File: config.mk
export PLATFORM = sky130hd
export DESIGN_NAME = json_byte_lexer_unit
export DESIGN_NICKNAME = d
export VERILOG_FILES = /design/src/design/jbl_pkg.sv /design/src/design/jbl_core.sv /design/src/design/jbl_fifo.sv /design/src/design/json_byte_lexer_unit.sv
export SDC_FILE = /design/constraint.sdc
export NUM_CORES = 1
export LEC_CHECK = 0
export BUFFER_PORTS_ARGS = -buffer_cell sky130_fd_sc_hd__buf_2
export CAP_MARGIN = 15
export CELL_PAD_IN_SITES_DETAIL_PLACEMENT = 0
export CELL_PAD_IN_SITES_GLOBAL_PLACEMENT = 2
export CORE_ASPECT_RATIO = 0.9
export CORE_MARGIN = 10
export CORE_UTILIZATION = 43
export CTS_CLUSTER_SIZE = 25
export DETAILED_ROUTE_END_ITERATION = 7
export PLACE_DENSITY_LB_ADDON = 0.1
export SYNTH_ARGS = -nofsm -noshare
export SYNTH_HDL_FRONTEND = slang
export SYNTH_HIERARCHICAL = 1
export SYNTH_SLANG_ARGS = --single-unit
File: constraint.sdc
create_clock -name clk -period 6.85 [get_ports clk]
set_input_delay 1.37 -clock clk [delete_from_list [all_inputs] [get_ports clk]]
set_output_delay 1.37 -clock clk [all_outputs]
set_load 0.02 [all_outputs]
File: src/design/jbl_pkg.sv
package jbl_pkg;

	// record kinds
	localparam logic [1:0] KIND_BYTE = 2'd0;
	localparam logic [1:0] KIND_END  = 2'd1;
	localparam logic [1:0] KIND_ERR  = 2'd2;

	// token types
	localparam logic [3:0] TOK_LBRACE = 4'd0;
	localparam logic [3:0] TOK_RBRACE = 4'd1;
	localparam logic [3:0] TOK_LBRACK = 4'd2;
	localparam logic [3:0] TOK_RBRACK = 4'd3;
	localparam logic [3:0] TOK_STRING = 4'd4;
	localparam logic [3:0] TOK_COLON  = 4'd5;
	localparam logic [3:0] TOK_COMMA  = 4'd6;
	localparam logic [3:0] TOK_NUMBER = 4'd7;
	localparam logic [3:0] TOK_BOOL   = 4'd8;
	localparam logic [3:0] TOK_NULL   = 4'd9;

	// error codes
	localparam logic [1:0] ERR_NONE    = 2'd0;
	localparam logic [1:0] ERR_KEYWORD = 2'd1;
	localparam logic [1:0] ERR_INVALID = 2'd2;
	localparam logic [1:0] ERR_LENGTH  = 2'd3;

	localparam int unsigned LEN_W = 10;
	localparam logic [LEN_W-1:0] MAX_LEN_RESET = 10'd1023;

	// most records one input byte can produce
	localparam int unsigned MAX_RECS = 3;

	typedef struct packed {
		logic [1:0] kind;
		logic [3:0] ttype;
		logic [7:0] lbyte;
		logic       bval;
		logic [1:0] ecode;
	} rec_t;

	// records produced by one accepted byte, lowest index goes out first
	typedef struct packed {
		logic [1:0]           cnt;
		rec_t [MAX_RECS-1:0]  recs;
	} push_t;

	function automatic rec_t mk_rec(input logic [1:0] kind, input logic [3:0] ttype,
			input logic [7:0] lbyte, input logic bval, input logic [1:0] ecode);
		rec_t r;
		r.kind  = kind;
		r.ttype = ttype;
		r.lbyte = lbyte;
		r.bval  = bval;
		r.ecode = ecode;
		return r;
	endfunction

endpackage

File: src/design/jbl_core.sv
module jbl_core (
	input  logic                          clk,
	input  logic                          arst_n,
	input  logic                          take,
	input  logic [7:0]                    in_byte,
	input  logic                          eoi,
	input  logic [jbl_pkg::LEN_W-1:0]     max_len,
	output jbl_pkg::push_t                push
);
	import jbl_pkg::*;

	localparam logic [7:0] CH_SPACE = 8'h20;
	localparam logic [7:0] CH_TAB   = 8'h09;
	localparam logic [7:0] CH_CR    = 8'h0d;
	localparam logic [7:0] CH_QUOTE = 8'h22;
	localparam logic [7:0] CH_PLUS  = 8'h2b;
	localparam logic [7:0] CH_COMMA = 8'h2c;
	localparam logic [7:0] CH_MINUS = 8'h2d;
	localparam logic [7:0] CH_DOT   = 8'h2e;
	localparam logic [7:0] CH_ZERO  = 8'h30;
	localparam logic [7:0] CH_NINE  = 8'h39;
	localparam logic [7:0] CH_COLON = 8'h3a;
	localparam logic [7:0] CH_LBRK  = 8'h5b;
	localparam logic [7:0] CH_RBRK  = 8'h5d;
	localparam logic [7:0] CH_A     = 8'h61;
	localparam logic [7:0] CH_E     = 8'h65;
	localparam logic [7:0] CH_F     = 8'h66;
	localparam logic [7:0] CH_L     = 8'h6c;
	localparam logic [7:0] CH_N     = 8'h6e;
	localparam logic [7:0] CH_R     = 8'h72;
	localparam logic [7:0] CH_S     = 8'h73;
	localparam logic [7:0] CH_T     = 8'h74;
	localparam logic [7:0] CH_U     = 8'h75;
	localparam logic [7:0] CH_LBRC  = 8'h7b;
	localparam logic [7:0] CH_RBRC  = 8'h7d;

	typedef enum logic [3:0] {
		M_IDLE, M_STR, M_INT, M_FRAC, M_EXPS, M_EXP, M_KWF, M_KWT, M_KWN
	} mode_t;

	typedef struct packed {
		logic [1:0]       cnt;
		rec_t             r0;
		rec_t             r1;
		mode_t            mode;
		logic [LEN_W-1:0] len;
		logic             err;
	} idle_t;

	mode_t            mode_q, mode_nx;
	logic [2:0]       kwp_q, kwp_nx;
	logic [LEN_W-1:0] len_q, len_nx;
	logic             err_q, err_nx;
	logic [1:0]       cnt;
	rec_t [MAX_RECS-1:0] recs;
	idle_t            id;
	logic             is_dig, take_num, ovf, kw_bad;
	mode_t            num_nx;
	logic [7:0]       kw_exp;
	logic [2:0]       kw_len;

	function automatic idle_t lex_idle(input logic [7:0] c, input logic [LEN_W-1:0] mx);
		idle_t      r;
		logic [3:0] t;
		logic       punct;
		r.cnt  = 2'd0;
		r.r0   = '0;
		r.r1   = '0;
		r.mode = M_IDLE;
		r.len  = '0;
		r.err  = 1'b0;
		punct  = 1'b1;
		case (c)
			CH_LBRC:  t = TOK_LBRACE;
			CH_RBRC:  t = TOK_RBRACE;
			CH_LBRK:  t = TOK_LBRACK;
			CH_RBRK:  t = TOK_RBRACK;
			CH_COLON: t = TOK_COLON;
			CH_COMMA: t = TOK_COMMA;
			default: begin
				t     = TOK_LBRACE;
				punct = 1'b0;
			end
		endcase
		if (c == CH_SPACE || (c >= CH_TAB && c <= CH_CR)) begin
			r.mode = M_IDLE;
		end else if (c == CH_QUOTE) begin
			r.mode = M_STR;
		end else if (c == CH_MINUS || c == CH_PLUS || (c >= CH_ZERO && c <= CH_NINE)) begin
			r.cnt = 2'd1;
			if (mx == '0) begin
				r.r0  = mk_rec(KIND_ERR, 4'd0, 8'd0, 1'b0, ERR_LENGTH);
				r.err = 1'b1;
			end else begin
				r.r0   = mk_rec(KIND_BYTE, TOK_NUMBER, c, 1'b0, ERR_NONE);
				r.mode = M_INT;
				r.len  = LEN_W'(1);
			end
		end else if (c == CH_F) begin
			r.mode = M_KWF;
		end else if (c == CH_T) begin
			r.mode = M_KWT;
		end else if (c == CH_N) begin
			r.mode = M_KWN;
		end else if (punct) begin
			r.cnt = 2'd2;
			r.r0  = mk_rec(KIND_BYTE, t, c, 1'b0, ERR_NONE);
			r.r1  = mk_rec(KIND_END, t, 8'd0, 1'b0, ERR_NONE);
		end else begin
			r.cnt = 2'd1;
			r.r0  = mk_rec(KIND_ERR, 4'd0, 8'd0, 1'b0, ERR_INVALID);
			r.err = 1'b1;
		end
		return r;
	endfunction

	// expected keyword byte after the first one
	always_comb begin
		kw_exp = 8'd0;
		kw_len = (mode_q == M_KWF) ? 3'd4 : 3'd3;
		unique case (mode_q)
			M_KWF: begin
				case (kwp_q)
					3'd0:    kw_exp = CH_A;
					3'd1:    kw_exp = CH_L;
					3'd2:    kw_exp = CH_S;
					default: kw_exp = CH_E;
				endcase
			end
			M_KWT: begin
				case (kwp_q)
					3'd0:    kw_exp = CH_R;
					3'd1:    kw_exp = CH_U;
					default: kw_exp = CH_E;
				endcase
			end
			default: begin
				case (kwp_q)
					3'd0:    kw_exp = CH_U;
					default: kw_exp = CH_L;
				endcase
			end
		endcase
		kw_bad = (kwp_q >= kw_len) || (in_byte != kw_exp);
	end

	always_comb begin
		is_dig   = (in_byte >= CH_ZERO) && (in_byte <= CH_NINE);
		ovf      = (len_q >= max_len);
		id       = lex_idle(in_byte, max_len);
		take_num = 1'b0;
		num_nx   = M_IDLE;
		unique case (mode_q)
			M_INT: begin
				take_num = is_dig || in_byte == CH_DOT || in_byte == CH_E;
				num_nx   = is_dig ? M_INT : (in_byte == CH_DOT ? M_FRAC : M_EXPS);
			end
			M_FRAC: begin
				take_num = is_dig || in_byte == CH_E;
				num_nx   = is_dig ? M_FRAC : M_EXPS;
			end
			M_EXPS: begin
				take_num = is_dig || in_byte == CH_MINUS || in_byte == CH_PLUS;
				num_nx   = M_EXP;
			end
			M_EXP: begin
				take_num = is_dig;
				num_nx   = M_EXP;
			end
			default: begin
				take_num = 1'b0;
				num_nx   = M_IDLE;
			end
		endcase

		mode_nx = mode_q;
		kwp_nx  = kwp_q;
		len_nx  = len_q;
		err_nx  = err_q;
		cnt     = 2'd0;
		recs    = '0;

		if (eoi) begin
			if (!err_q) begin
				unique case (mode_q)
					M_STR: begin
						cnt     = 2'd1;
						recs[0] = mk_rec(KIND_END, TOK_STRING, 8'd0, 1'b0, ERR_NONE);
					end
					M_INT, M_FRAC, M_EXPS, M_EXP: begin
						cnt     = 2'd1;
						recs[0] = mk_rec(KIND_END, TOK_NUMBER, 8'd0, 1'b0, ERR_NONE);
					end
					M_KWF, M_KWT, M_KWN: begin
						cnt     = 2'd1;
						recs[0] = mk_rec(KIND_ERR, 4'd0, 8'd0, 1'b0, ERR_KEYWORD);
					end
					default: cnt = 2'd0;
				endcase
			end
			mode_nx = M_IDLE;
			kwp_nx  = '0;
			len_nx  = '0;
			err_nx  = 1'b0;
		end else if (!err_q) begin
			unique case (mode_q)
				M_STR: begin
					cnt = 2'd1;
					if (in_byte == CH_QUOTE) begin
						recs[0] = mk_rec(KIND_END, TOK_STRING, 8'd0, 1'b0, ERR_NONE);
						mode_nx = M_IDLE;
						len_nx  = '0;
					end else if (ovf) begin
						recs[0] = mk_rec(KIND_ERR, 4'd0, 8'd0, 1'b0, ERR_LENGTH);
						err_nx  = 1'b1;
						mode_nx = M_IDLE;
						len_nx  = '0;
						kwp_nx  = '0;
					end else begin
						recs[0] = mk_rec(KIND_BYTE, TOK_STRING, in_byte, 1'b0, ERR_NONE);
						len_nx  = len_q + LEN_W'(1);
					end
				end
				M_INT, M_FRAC, M_EXPS, M_EXP: begin
					if (take_num && ovf) begin
						cnt     = 2'd1;
						recs[0] = mk_rec(KIND_ERR, 4'd0, 8'd0, 1'b0, ERR_LENGTH);
						err_nx  = 1'b1;
						mode_nx = M_IDLE;
						len_nx  = '0;
						kwp_nx  = '0;
					end else if (take_num) begin
						cnt     = 2'd1;
						recs[0] = mk_rec(KIND_BYTE, TOK_NUMBER, in_byte, 1'b0, ERR_NONE);
						mode_nx = num_nx;
						len_nx  = len_q + LEN_W'(1);
					end else begin
						// number closed, the ending byte is lexed again from idle
						cnt     = id.cnt + 2'd1;
						recs[0] = mk_rec(KIND_END, TOK_NUMBER, 8'd0, 1'b0, ERR_NONE);
						recs[1] = id.r0;
						recs[2] = id.r1;
						mode_nx = id.mode;
						len_nx  = id.len;
						err_nx  = id.err;
						kwp_nx  = '0;
					end
				end
				M_KWF, M_KWT, M_KWN: begin
					if (kw_bad) begin
						cnt     = 2'd1;
						recs[0] = mk_rec(KIND_ERR, 4'd0, 8'd0, 1'b0, ERR_KEYWORD);
						err_nx  = 1'b1;
						mode_nx = M_IDLE;
						len_nx  = '0;
						kwp_nx  = '0;
					end else if (kwp_q + 3'd1 == kw_len) begin
						cnt     = 2'd1;
						recs[0] = (mode_q == M_KWN)
							? mk_rec(KIND_END, TOK_NULL, 8'd0, 1'b0, ERR_NONE)
							: mk_rec(KIND_END, TOK_BOOL, 8'd0, mode_q == M_KWT, ERR_NONE);
						mode_nx = M_IDLE;
						kwp_nx  = '0;
					end else begin
						kwp_nx = kwp_q + 3'd1;
					end
				end
				default: begin
					cnt     = id.cnt;
					recs[0] = id.r0;
					recs[1] = id.r1;
					mode_nx = id.mode;
					len_nx  = id.len;
					err_nx  = id.err;
					kwp_nx  = '0;
				end
			endcase
		end
	end

	assign push.cnt  = take ? cnt : 2'd0;
	assign push.recs = recs;

	always_ff @(posedge clk or negedge arst_n) begin
		if (!arst_n) begin
			mode_q <= M_IDLE;
			kwp_q  <= '0;
			len_q  <= '0;
			err_q  <= 1'b0;
		end else if (take) begin
			mode_q <= mode_nx;
			kwp_q  <= kwp_nx;
			len_q  <= len_nx;
			err_q  <= err_nx;
		end
	end

	a_sticky_silent: assert property (@(posedge clk) disable iff (!arst_n)
		take && err_q && !eoi |-> push.cnt == 2'd0)
		else $error("records produced while error is sticky");

	a_eoi_clears: assert property (@(posedge clk) disable iff (!arst_n)
		take && eoi |=> mode_q == M_IDLE && !err_q && len_q == '0 && kwp_q == '0)
		else $error("end of input did not return lexer to reset state");

	a_err_sets_sticky: assert property (@(posedge clk) disable iff (!arst_n)
		push.cnt != 2'd0 && push.recs[0].kind == KIND_ERR && !eoi |=> err_q)
		else $error("error record without sticky error");

endmodule

File: src/design/jbl_fifo.sv
module jbl_fifo #(
	parameter int unsigned DEPTH = 8
) (
	input  logic           clk,
	input  logic           arst_n,
	input  jbl_pkg::push_t push,
	input  logic           pop_ready,
	output jbl_pkg::rec_t  head,
	output logic           head_valid,
	output logic           room
);
	import jbl_pkg::*;

	localparam int unsigned AW = (DEPTH > 1) ? $clog2(DEPTH) : 1;
	localparam int unsigned CW = $clog2(DEPTH + 1);
	localparam logic [CW-1:0] ROOM_LIMIT = CW'(DEPTH - MAX_RECS);

	rec_t          mem_q [DEPTH];
	logic [AW-1:0] wr_ptr_q, rd_ptr_q;
	logic [CW-1:0] count_q;
	logic [AW-1:0] wa [MAX_RECS+1];
	logic          pop;

	function automatic logic [AW-1:0] wrap_inc(input logic [AW-1:0] p);
		return (p == AW'(DEPTH - 1)) ? '0 : p + AW'(1);
	endfunction

	always_comb begin
		wa[0] = wr_ptr_q;
		for (int i = 1; i <= MAX_RECS; i++) begin
			wa[i] = wrap_inc(wa[i-1]);
		end
	end

	assign head       = mem_q[rd_ptr_q];
	assign head_valid = (count_q != '0);
	assign room       = (count_q <= ROOM_LIMIT);
	assign pop        = head_valid && pop_ready;

	always_ff @(posedge clk) begin
		for (int i = 0; i < MAX_RECS; i++) begin
			if (2'(i) < push.cnt) begin
				mem_q[wa[i]] <= push.recs[i];
			end
		end
	end

	always_ff @(posedge clk or negedge arst_n) begin
		if (!arst_n) begin
			wr_ptr_q <= '0;
			rd_ptr_q <= '0;
			count_q  <= '0;
		end else begin
			wr_ptr_q <= wa[push.cnt];
			if (pop) begin
				rd_ptr_q <= wrap_inc(rd_ptr_q);
			end
			count_q <= count_q + CW'(push.cnt) - CW'(pop);
		end
	end

	a_no_overrun: assert property (@(posedge clk) disable iff (!arst_n)
		push.cnt != 2'd0 |-> count_q <= ROOM_LIMIT)
		else $error("record queue written without room");

	a_count_track: assert property (@(posedge clk) disable iff (!arst_n)
		count_q <= CW'(DEPTH))
		else $error("record queue count beyond depth");

endmodule

File: src/design/json_byte_lexer_unit.sv
// Channel | Dir | Handshake                  | Payload
// s       | in  | s_tvalid / s_tready        | s_tdata = in_byte, s_tlast = end_of_input
// m       | out | m_tvalid / m_tready        | m_tuser = rec_kind, m_tdata = record fields
// cfg     | in  | cfg_valid / cfg_ready      | cfg_data = max_lexeme_len
//
// One input byte per cycle is taken while the record queue has room for three records.
// A byte is lexed in the cycle it is accepted; its 0..3 records go into the queue and
// leave on m in order. Output is one record per cycle while m_tready is high, so the
// sustained rate is one byte per cycle for bytes giving at most one record, and lower
// for bytes giving more. arst_n clears the lexer state and the queue; max_lexeme_len
// resets to 1023. A stalled m side fills the queue, and s_tready drops until room frees.
module json_byte_lexer_unit #(
	parameter int unsigned QUEUE_DEPTH = 8   // record queue entries, at least 4
) (
	input  logic        clk,
	input  logic        arst_n,
	// input byte stream
	input  logic        s_tvalid,
	output logic        s_tready,
	input  logic [7:0]  s_tdata,    // [7:0] in_byte
	input  logic        s_tlast,    // end_of_input
	// record stream
	output logic        m_tvalid,
	input  logic        m_tready,
	output logic [15:0] m_tdata,    // [3:0] token class, [11:4] lex_byte, [12] bool_value,
	                                // [14:13] error_code, [15] zero
	output logic [1:0]  m_tuser,    // [1:0] rec_kind
	// max lexeme length register
	input  logic        cfg_valid,
	output logic        cfg_ready,
	input  logic [9:0]  cfg_data    // [9:0] max_lexeme_len
);
	import jbl_pkg::*;

	logic [LEN_W-1:0] max_len_q;
	logic             take;
	logic             room;
	push_t            push;
	rec_t             head;

	// register writes are always taken; software must write only while idle, not enforced here
	assign cfg_ready = 1'b1;

	always_ff @(posedge clk or negedge arst_n) begin
		if (!arst_n) begin
			max_len_q <= MAX_LEN_RESET;
		end else if (cfg_valid && cfg_ready) begin
			max_len_q <= cfg_data;
		end
	end

	// a transaction on s runs the lexer step for that byte
	assign s_tready = room;
	assign take     = s_tvalid && s_tready;

	jbl_core u_core (
		.clk     (clk),
		.arst_n  (arst_n),
		.take    (take),
		.in_byte (s_tdata),
		.eoi     (s_tlast),
		.max_len (max_len_q),
		.push    (push)
	);

	// records of one byte go in together; head of queue drives m
	jbl_fifo #(
		.DEPTH (QUEUE_DEPTH)
	) u_fifo (
		.clk        (clk),
		.arst_n     (arst_n),
		.push       (push),
		.pop_ready  (m_tready),
		.head       (head),
		.head_valid (m_tvalid),
		.room       (room)
	);

	assign m_tuser = head.kind;
	assign m_tdata = {1'b0, head.ecode, head.bval, head.lbyte, head.ttype};

endmodule

==> results of run 1 <==
## how the worst max path moves through the flow
stage,slack [ns],to,from
finish,1.75,u_fifo/mem_q[3][2],u_core/mode_q[1]
global route,1.41,u_fifo/mem_q[3][2],u_core/mode_q[1]
CTS,1.81,u_fifo/mem_q[3][3],u_core/mode_q[1]
detailed placement,1.48,u_fifo/mem_q[2][7],s_tdata[2]
global placement,1.54,u_fifo/mem_q[3][4],s_tdata[2]
floorplan,2.00,u_fifo/mem_q[0][0],s_tdata[2]
## cells in the mapped netlist, drive strengths merged (16+ instances only)
| cell type | count |
|---|---|
| nand2 | 321 |
| nor2 | 180 |
| a31oi | 139 |
| edfxtp | 136 |
| buf | 128 |
| inv | 36 |
| clkbuf | 34 |
| ha | 34 |
| mux4 | 34 |
| mux2 | 30 |
| dfrtp | 28 |
| o21ai | 27 |
| a21oi | 24 |
| and2 | 22 |
| nand3 | 19 |
| nor3 | 16 |
## routing by layer
metal  vias up  routed length, microns
li1       4832                       -
met4         0                    1008
met2       467                   19030
met1      5000                   18880
met3        63                    3248
met5         -                       0
## flip-flops by register name, summed over array words and instances, names as in the netlist, named ones only
| name | count |
|---|---|
| u_core/mode_q | 4 |
| u_core/kwp_q | 3 |
| u_fifo/rd_ptr_q | 3 |
| max_len_q | 10 |
| u_fifo/mem_q | 136 |
| u_core/err_q | 1 |
| u_fifo/count_q | 4 |
| u_core/len_q | 10 |
## worst max-delay path: stages, from the launching register on
cell	delay [ns]
dfrtp_1	0.75
and3b_1	0.46
nand2_1	0.17
ha_1	0.31
nand2b_1	0.14
a21o_1	0.19
a211oi_1	0.35
and3_1	0.25
and4_1	0.37
nor3_1	0.09
buf_4	0.19
o211a_2	0.17
nand2_1	0.07
buf_4	0.33
nand3_1	0.73
## stage by stage
step / std cells / setup slack [ns] / util / total power [W] / area, sq um
finish: 1725 / 1.749 / 0.4600 / 0.003561 / 13210
global route: 1725 / 1.415 / 0.4600 / 0.003749 / 13210
CTS: 1725 / 1.812 / 0.4600 / 0.003589 / 13210
detailed placement: 1693 / 1.482 / 0.4388 / 0.002538 / 12600
global placement: 1693 / 1.539 / 0.4388 / 0.002537 / 12600
floorplan: 1414 / 1.996 / - / 0.002205 / 12520
## cells by family (layout without fill, tap and decap cells)
group           Yosys count  in the layout  synth area share
buf+inv                 198            143           0.07969
compound gates          270            270            0.1487
other cells               3             18         0.0009032
xor+xnor                 11             11          0.007728
mux                      66             66           0.09313
flops                   174            174            0.4049
fa+ha+maj                35             35           0.03573
simple gates            642            642            0.2292
## cells in the final DEF (no fill, tap or decap), types with 8 or more instances in the layout
cell type    n
nand2_1    319
nor2_1     179
a31oi_1    139
edfxtp_1   136
buf_2       42
inv_1       35
ha_1        34
mux4_2      34
buf_4       33
dfrtp_1     26
a21oi_1     23
and2_1      21
mux2_2      20
conb_1      18
o21ai_0     18
nand3_1     18
clkbuf_16   17
nor3_1      14
nand2b_1    11
mux2_4      10
dfstp_2     10
nor2b_1      9
o31ai_1      9
nand4_1      8
a32oi_1      8
## power by group through the flow
stage / clock network (W) / logic, W / registers (W)
5_1_grt: 0.00111 / 0.00132 / 0.00133
4_1_cts: 0.00106 / 0.00121 / 0.00131
3_5_place_dp: 0 / 0.00120 / 0.00134
3_3_place_gp: 0 / 0.00120 / 0.00134
2_1_floorplan: 0 / 0.000940 / 0.00126
6_report: 0.00105 / 0.00121 / 0.00131
## final cells by class
cell class	count	area [sq um]	area share
inverter	36	135.1	0.01023
clock buffer	17	425.4	0.03220
sequential	174	5050	0.3823
clock inverter	15	182.7	0.01383
multi-input combinational	1042	6501	0.4921
tap	366	457.9	0.03467
timing repair buffer	75	457.9	0.03467
==> flow_summary.yaml, run 1 <==
clock_tree:
  cts_root_buf: "clkbuf_16"
  cts_buffers: 17
  postCtsHoldBufs: 0
  clock_path_buffers: 2
  cts_htree_levels: 4
  clk_latency_ns: 0.45
  clk_pin_slew_worst_paths_ns: 0.07
  postCtsSetupRepairBufs: 0
  post_cts_resize_count: 0
  cts_tree: "done"
  cts.sinks: 174
synthesis:
  netlist_area_sq_um: 12470
  ys_async_sr_fraction: 0.2184
  synth_edf_count: 136
  syn_inst: 1399
  synth_top_cell_by_area: "edfxtp_1"
  synth-seq-cells: 174
  synth.area.top_cells: "edfxtp_1, nand2_1, a31oi_1"
  synthFlopType: "edfxtp_1"
  ys_warn_count: 6
  synth_cell_type_count: 96
  syn_area_per_cell_sq_um: 8.911
  synth_top_area_frac: 0.3276
  yosysSeqAreaShare: 0.4049
critical_path:
  reg2reg_from: "u_core/mode_q[1]"
  critPathLaunchType: "flip-flop"
  critPathKind: "reg -> reg"
  cp-end-kind: "flip-flop"
  reg2reg_setup_slack_ns: 1.75
  path_max_fanout: 35
  ff2ff_path_depth: 14
  cp.required_ns: 6.78
  r2r-end: "u_fifo/mem_q[3][2]"
  critPathArrivalTime_ns: 5.03
timing:
  min_period_ns: 5.101
  fin_skew_ns: 0.01232
  fin_hold_ws_ns: 0.5149
  hold_viol: 0
  drv_slew: 0
  relSlewSlack: 0.2477
  setup_viol: 0
  fmax_mhz: 196.0
  grt_setup_unrepaired: "no"
  setup-tns-final_ns: 0
  period_share: 0.7447
  worstMarginPinSlew_ns: 1.126
power_and_ir_drop:
  intPower_w: 0.002304
  switching_share: 0.3530
  ir_drop_uv: 315.5
  netSwitchingPower_w: 0.001257
  p_comb_frac: 0.338
  pwr_density_cell_nw_per_um2: 269.6
  share_seq_of_total_power: 0.368
  p_leak_nw: 4.814
  clkPwrFrac: 0.294
run:
  max-cap-violations: 0
grt:
  grt_max_degree: 39
  grt_pass1_vias: 9794
  use_met2: 0.3561
  grt-busiest-layer: "met2"
  grt_usage: 0.2349
  antenna_found_initial: 1
  met3_usage: 0.03826
  grt_overflow: 0
  grt_pass1_wl_mm: 63.62
  grtUsageMet1: 0.3364
floorplan:
  floorplan.rows: 59
  core_area_sq_um: 28720
  die_h_microns: 181.5
  io_pins: 45
  die_w_microns: 199.5
  initial_core_util: 0.4341
  die-area_sq_um: 36210
routing:
  wl_per_cell_microns: 24.45
  postRouteAntennaNets: 0
  viasPerCell: 6.007
  wirelength_mm: 42.18
  vias: 10360
  first_pass_iters: 8
  drcViolationCount: 1
  drt-initial-drc-count: 1216
placement:
  place_congestion: 0.8481
  hpwl_mm: 27.38
  portBuffers: 42
finish:
  syn2layout_area_growth_pct: 5.962
  antenna_cells: 0
  fin_nets: 1405
  fillerInstances: 2756
  drive_gt1_frac: 0.1597
outcome:
  status: "complete, but fails checks"
  failed_checks: "DRC"
min_path:
  hold_end: "u_core/len_q[9]"
  worstHoldStart: "u_core/len_q[9]"
  hold_path_depth: 1
  worstHoldPathType: "reg -> reg"
Power figures use the tool's default switching activity.
==> run 2, diff against run 1 <==
--- a/config.mk
+++ b/config.mk
@@ -11,7 +11,7 @@
 export CELL_PAD_IN_SITES_GLOBAL_PLACEMENT = 2
 export CORE_ASPECT_RATIO = 0.9
 export CORE_MARGIN = 10
-export CORE_UTILIZATION = 43
+export CORE_UTILIZATION = 36
 export CTS_CLUSTER_SIZE = 25
 export DETAILED_ROUTE_END_ITERATION = 7
 export PLACE_DENSITY_LB_ADDON = 0.1
==> constraint.sdc (replaced) <==
create_clock -name clk -period 4.4 [get_ports clk]
set_input_delay 0.88 -clock clk [delete_from_list [all_inputs] [get_ports clk]]
set_output_delay 0.88 -clock clk [all_outputs]
set_load 0.02 [all_outputs]
==> flow_summary.yaml, run 2 (synthesis results as in run 1) <==
critical_path:
  critPathKind: "reg -> reg"
  cp-end-kind: "flip-flop"
  cp.required_ns: 4.59
  reg2reg_from: "u_core/mode_q[3]"
  reg2reg_setup_slack_ns: 0.30
  ff2ff_path_depth: 13
  path_max_fanout: 10
  critPathArrivalTime_ns: 4.28
  critPathLaunchType: "flip-flop"
  r2r-end: "u_fifo/mem_q[5][16]"
power_and_ir_drop:
  pwr_density_cell_nw_per_um2: 407.9
  p_total_w: 0.005720
  switching_share: 0.3522
  p_comb_frac: 0.336
  p_leak_nw: 5.164
  share_seq_of_total_power: 0.362
  clkPwrFrac: 0.302
  netSwitchingPower_w: 0.002014
  ir_drop_uv: 332.5
  intPower_w: 0.003705
floorplan:
  initial_core_util: 0.3655
  die-area_sq_um: 42480
  core_area_sq_um: 34110
  floorplan.rows: 64
  die_w_microns: 216.2
  die_h_microns: 196.5
  io_pins: 45
clock_tree:
  cts_root_buf: "clkbuf_16"
  cts_htree_levels: 4
  post_cts_resize_count: 0
  clock_path_buffers: 2
  cts.sinks: 174
  postCtsSetupRepairBufs: 0
  clk_pin_slew_worst_paths_ns: 0.07
  clk_latency_ns: 0.46
  postCtsHoldBufs: 0
  cts_buffers: 17
  cts_tree: "done"
timing:
  fin_skew_ns: 0.02142
  setup_viol: 0
  hold_viol: 0
  period_share: 0.9311
  fmax_mhz: 244.1
  relSlewSlack: 0.3339
  worstMarginPinSlew_ns: 0.9915
  setup-tns-final_ns: 0
  grt_setup_unrepaired: "no"
  min_period_ns: 4.097
  drv_slew: 0
grt:
  grt_usage: 0.2054
  grt_overflow: 0
  grt_max_degree: 39
  grt_pass1_vias: 10020
  antenna_found_initial: 0
  grt_pass1_wl_mm: 65.89
finish:
  largest_reg_flops: 136
  drive_gt1_frac: 0.1896
  layout_common_cells: "nand2_1, nor2_1, a31oi_1"
  antenna_cells: 0
  fin_nets: 1454
  syn2layout_area_growth_pct: 12.47
  instances_no_fill: 1870
  final_common_cell: "nand2_1"
  final_area_sq_um: 14020
routing:
  wl_per_cell_microns: 23.33
  drcViolationCount: 0
  drt-initial-drc-count: 966
  postRouteAntennaNets: 0
  vias: 10480
  wirelength_mm: 43.64
  first_pass_iters: 6
  viasPerCell: 5.602
placement:
  hpwl_mm: 29.30
  place_area_sq_um: 13380
  place_congestion: 0.8153
  place_inst: 1838
  portBuffers: 42
min_path:
  worstHoldPathType: "in -> async"
outcome:
  status: "complete, no violations"
run:
  max-cap-violations: 0
[run 2: cell type report]
type | count | area (sq um)
clock inverter | 15 | 220.2
tap | 462 | 578.1
multi-input combinational | 1042 | 6500
timing repair buffer | 124 | 1114
clock buffer | 17 | 425.4
inverter | 36 | 135.1
fill | 3447 | 20090
sequential | 174 | 5050
[run 2: worst max-delay path: stages, from the launching register on]
cell	delay, ns
dfrtp_1	0.50
and3b_1	0.47
nand2_1	0.18
ha_1	0.32
nand2b_1	0.15
a21o_1	0.20
a211oi_1	0.32
o2111ai_2	0.29
or3_1	0.46
a211oi_1	0.46
nor3_1	0.14
buf_4	0.21
nand2_1	0.07
a31oi_1	0.07
[run 2: worst max-delay path by stage]
stage	startpoint	end	slack, ns	depth (start not counted)
floorplan	s_tdata[2]	u_fifo/mem_q[0][0]	0.04	12
global placement	s_tdata[1]	u_fifo/count_q[3]	0.30	16
detailed placement	s_tdata[1]	u_fifo/mem_q[1][1]	0.30	13
CTS	u_core/mode_q[3]	u_fifo/mem_q[3][16]	0.33	13
global route	u_core/mode_q[3]	u_fifo/mem_q[1][16]	0.12	13
finish	u_core/mode_q[3]	u_fifo/mem_q[5][16]	0.30	13
[run 2: routing by layer]
layer  vias up  routed length, microns  share of wire  track usage
met5         -                       0              0            0
met2       384                   18790           0.43       0.3031
li1       4940                       -              -            -
met4         0                     559          0.013      0.04424
met3        37                    3112          0.071      0.03506
met1      5114                   21170           0.49       0.3064
[run 2: power by group through the flow]
stage | Combinational (W) | Sequential, W | Clock [W]
after floorplan | 0.00146 | 0.00197 | 0
after CTS | 0.00194 | 0.00207 | 0.00176
after detailed placement | 0.00194 | 0.00211 | 0
after global placement | 0.00194 | 0.00211 | 0
after global routing | 0.00211 | 0.00209 | 0.00182
final | 0.00192 | 0.00207 | 0.00173
[run 2: metrics by stage]
stage,util,hold WS [ns],setup WS (ns)
final,0.4111,0.5444,0.3031
after global routing,0.4111,0.5820,0.1162
after CTS,0.4111,0.5381,0.3288
after global placement,0.3921,0.5193,0.3010
after floorplan,-,0.4698,0.03559
after detailed placement,0.3921,0.5160,0.2964
==> run 3, diff against run 2 <==
--- a/config.mk
+++ b/config.mk
@@ -7,7 +7,7 @@
 export LEC_CHECK = 0
 export BUFFER_PORTS_ARGS = -buffer_cell sky130_fd_sc_hd__buf_2
 export CAP_MARGIN = 15
-export CELL_PAD_IN_SITES_DETAIL_PLACEMENT = 0
+export CELL_PAD_IN_SITES_DETAIL_PLACEMENT = 1
 export CELL_PAD_IN_SITES_GLOBAL_PLACEMENT = 2
 export CORE_ASPECT_RATIO = 0.9
 export CORE_MARGIN = 10
==> flow_summary.yaml, run 3 (synthesis results as in run 1) <==
clock_tree:
  clock_path_buffers: 2
  cts.sinks: 174
  clk_latency_ns: 0.47
  post_cts_resize_count: 0
  cts_buffers: 17
  cts_tree: "done"
  cts_root_buf: "clkbuf_16"
  clk_pin_slew_worst_paths_ns: 0.08
  postCtsSetupRepairBufs: 0
  cts_htree_levels: 4
  postCtsHoldBufs: 0
critical_path:
  cp-end-kind: "flip-flop"
  critPathLaunchType: "flip-flop"
  path_max_fanout: 10
  critPathKind: "reg -> reg"
  r2r-end: "u_fifo/mem_q[3][16]"
  crit_path_end: "u_fifo/mem_q[3][16]"
  crit_start: "u_core/mode_q[3]"
  reg2reg_setup_slack_ns: 0.23
  ff2ff_path_depth: 13
  reg2reg_from: "u_core/mode_q[3]"
  critPathArrivalTime_ns: 4.37
  cp.required_ns: 4.60
timing:
  setup_viol: 0
  fin_skew_ns: 0.01150
  min_period_ns: 4.173
  setup-tns-final_ns: 0
  drv_slew: 0
  period_share: 0.9484
  hold_viol: 0
  grt_setup_unrepaired: "no"
  relSlewSlack: 0.3088
  worstMarginPinSlew_ns: 1.029
  finalWorstSetupSlack_ns: 0.2270
  fmax_mhz: 239.6
grt:
  antenna_found_initial: 0
  grt_pass1_wl_mm: 69.44
  grt_usage: 0.2165
  grt_pass1_vias: 10790
  grt_max_degree: 39
  grt_overflow: 0
routing:
  first_pass_iters: 5
  drcViolationCount: 0
  vias: 10740
  viasPerCell: 5.744
  postRouteAntennaNets: 0
  drt-initial-drc-count: 816
  wl_per_cell_microns: 24.57
  wirelength_mm: 45.95
finish:
  fillerInstances: 3977
  syn2layout_area_growth_pct: 12.28
  instances_no_fill: 1870
  final_area_sq_um: 14000
  antenna_cells: 0
  drive_gt1_frac: 0.1896
  largest_reg_flops: 136
  fin_nets: 1454
  final_common_cell: "nand2_1"
  layout_common_cells: "nand2_1, nor2_1, a31oi_1"
placement:
  place_congestion: 0.8153
  place_area_sq_um: 13380
  place_inst: 1838
  post-place-ws_ns: 0.2290
  hpwl_mm: 30.99
  portBuffers: 42
floorplan:
  initial_core_util: 0.3655
  die_h_microns: 196.5
  floorplan.rows: 64
  die-area_sq_um: 42480
  io_pins: 45
  die_w_microns: 216.2
  core_area_sq_um: 34110
outcome:
  status: "complete, no violations"
min_path:
  worstHoldPathType: "in -> async"
power_and_ir_drop:
  p_leak_nw: 5.146
  p_total_w: 0.005700
  ir_drop_uv: 307.0
  pwr_density_cell_nw_per_um2: 407.2
run:
  max-cap-violations: 0
run 3: cell types whose count changed in the layout (fill, tap and decap cells not counted), sizes merged:
cell	previous run	this run
bufinv	4	3
inv	45	44
clkinvlp	1	3
run 3: routing by layer:
layer / wire length [microns] / track usage / up-vias
li1: - / - / 4943
met1: 22640 / 0.3162 / 5460
met2: 20340 / 0.3304 / 303
met3: 2378 / 0.02939 / 35
met4: 585 / 0.05304 / 0
met5: 0 / 0 / -
run 3: layout make-up:
class                           instances  area [sq um]  share of cell area
Clock buffer                           17         425.4             0.03039
Clock inverter                         15         196.4             0.01403
Inverter                               36         135.1            0.009653
Multi-Input combinational cell       1042          6500              0.4643
Sequential cell                       174          5050              0.3607
Tap cell                              462         578.1             0.04129
Timing Repair Buffer                  124          1114             0.07955
run 3: worst min-delay path by stage:
stage	to	slack, ns	from
global route	u_core/len_q[9]	0.58	u_core/len_q[9]
detailed placement	u_core/len_q[9]	0.53	u_core/len_q[9]
global placement	u_core/len_q[9]	0.52	u_core/len_q[9]
finish	u_fifo/count_q[0]	0.54	arst_n
floorplan	u_core/len_q[9]	0.47	u_core/len_q[9]
CTS	u_core/len_q[9]	0.54	u_core/len_q[9]
run 3: critical path, stage by stage (launching register included):
cell	delay, ns
dfrtp_1	0.50
and3b_1	0.47
nand2_1	0.18
ha_1	0.32
nand2b_1	0.15
a21o_1	0.19
a211oi_1	0.32
o2111ai_2	0.31
or3_1	0.46
a211oi_1	0.48
nor3_1	0.15
buf_4	0.22
nand2_1	0.07
a31oi_1	0.09
run 3: per-stage QoR:
stage | hold slack, ns | utilization
after detailed placement | 0.5323 | 0.3921
after global placement | 0.5193 | 0.3921
after floorplan | 0.4698 | -
after CTS | 0.5432 | 0.4104
after global routing | 0.5800 | 0.4104
final | 0.5427 | 0.4104
run 3: report_power, final:
part / switching (W) / leakage (nW) / internal [W] / total, W
sequential: 0.000176 / 1.74 / 0.00190 / 0.00207
clock: 0.000759 / 0.296 / 0.000913 / 0.00167
combinational: 0.00112 / 3.11 / 0.000838 / 0.00196
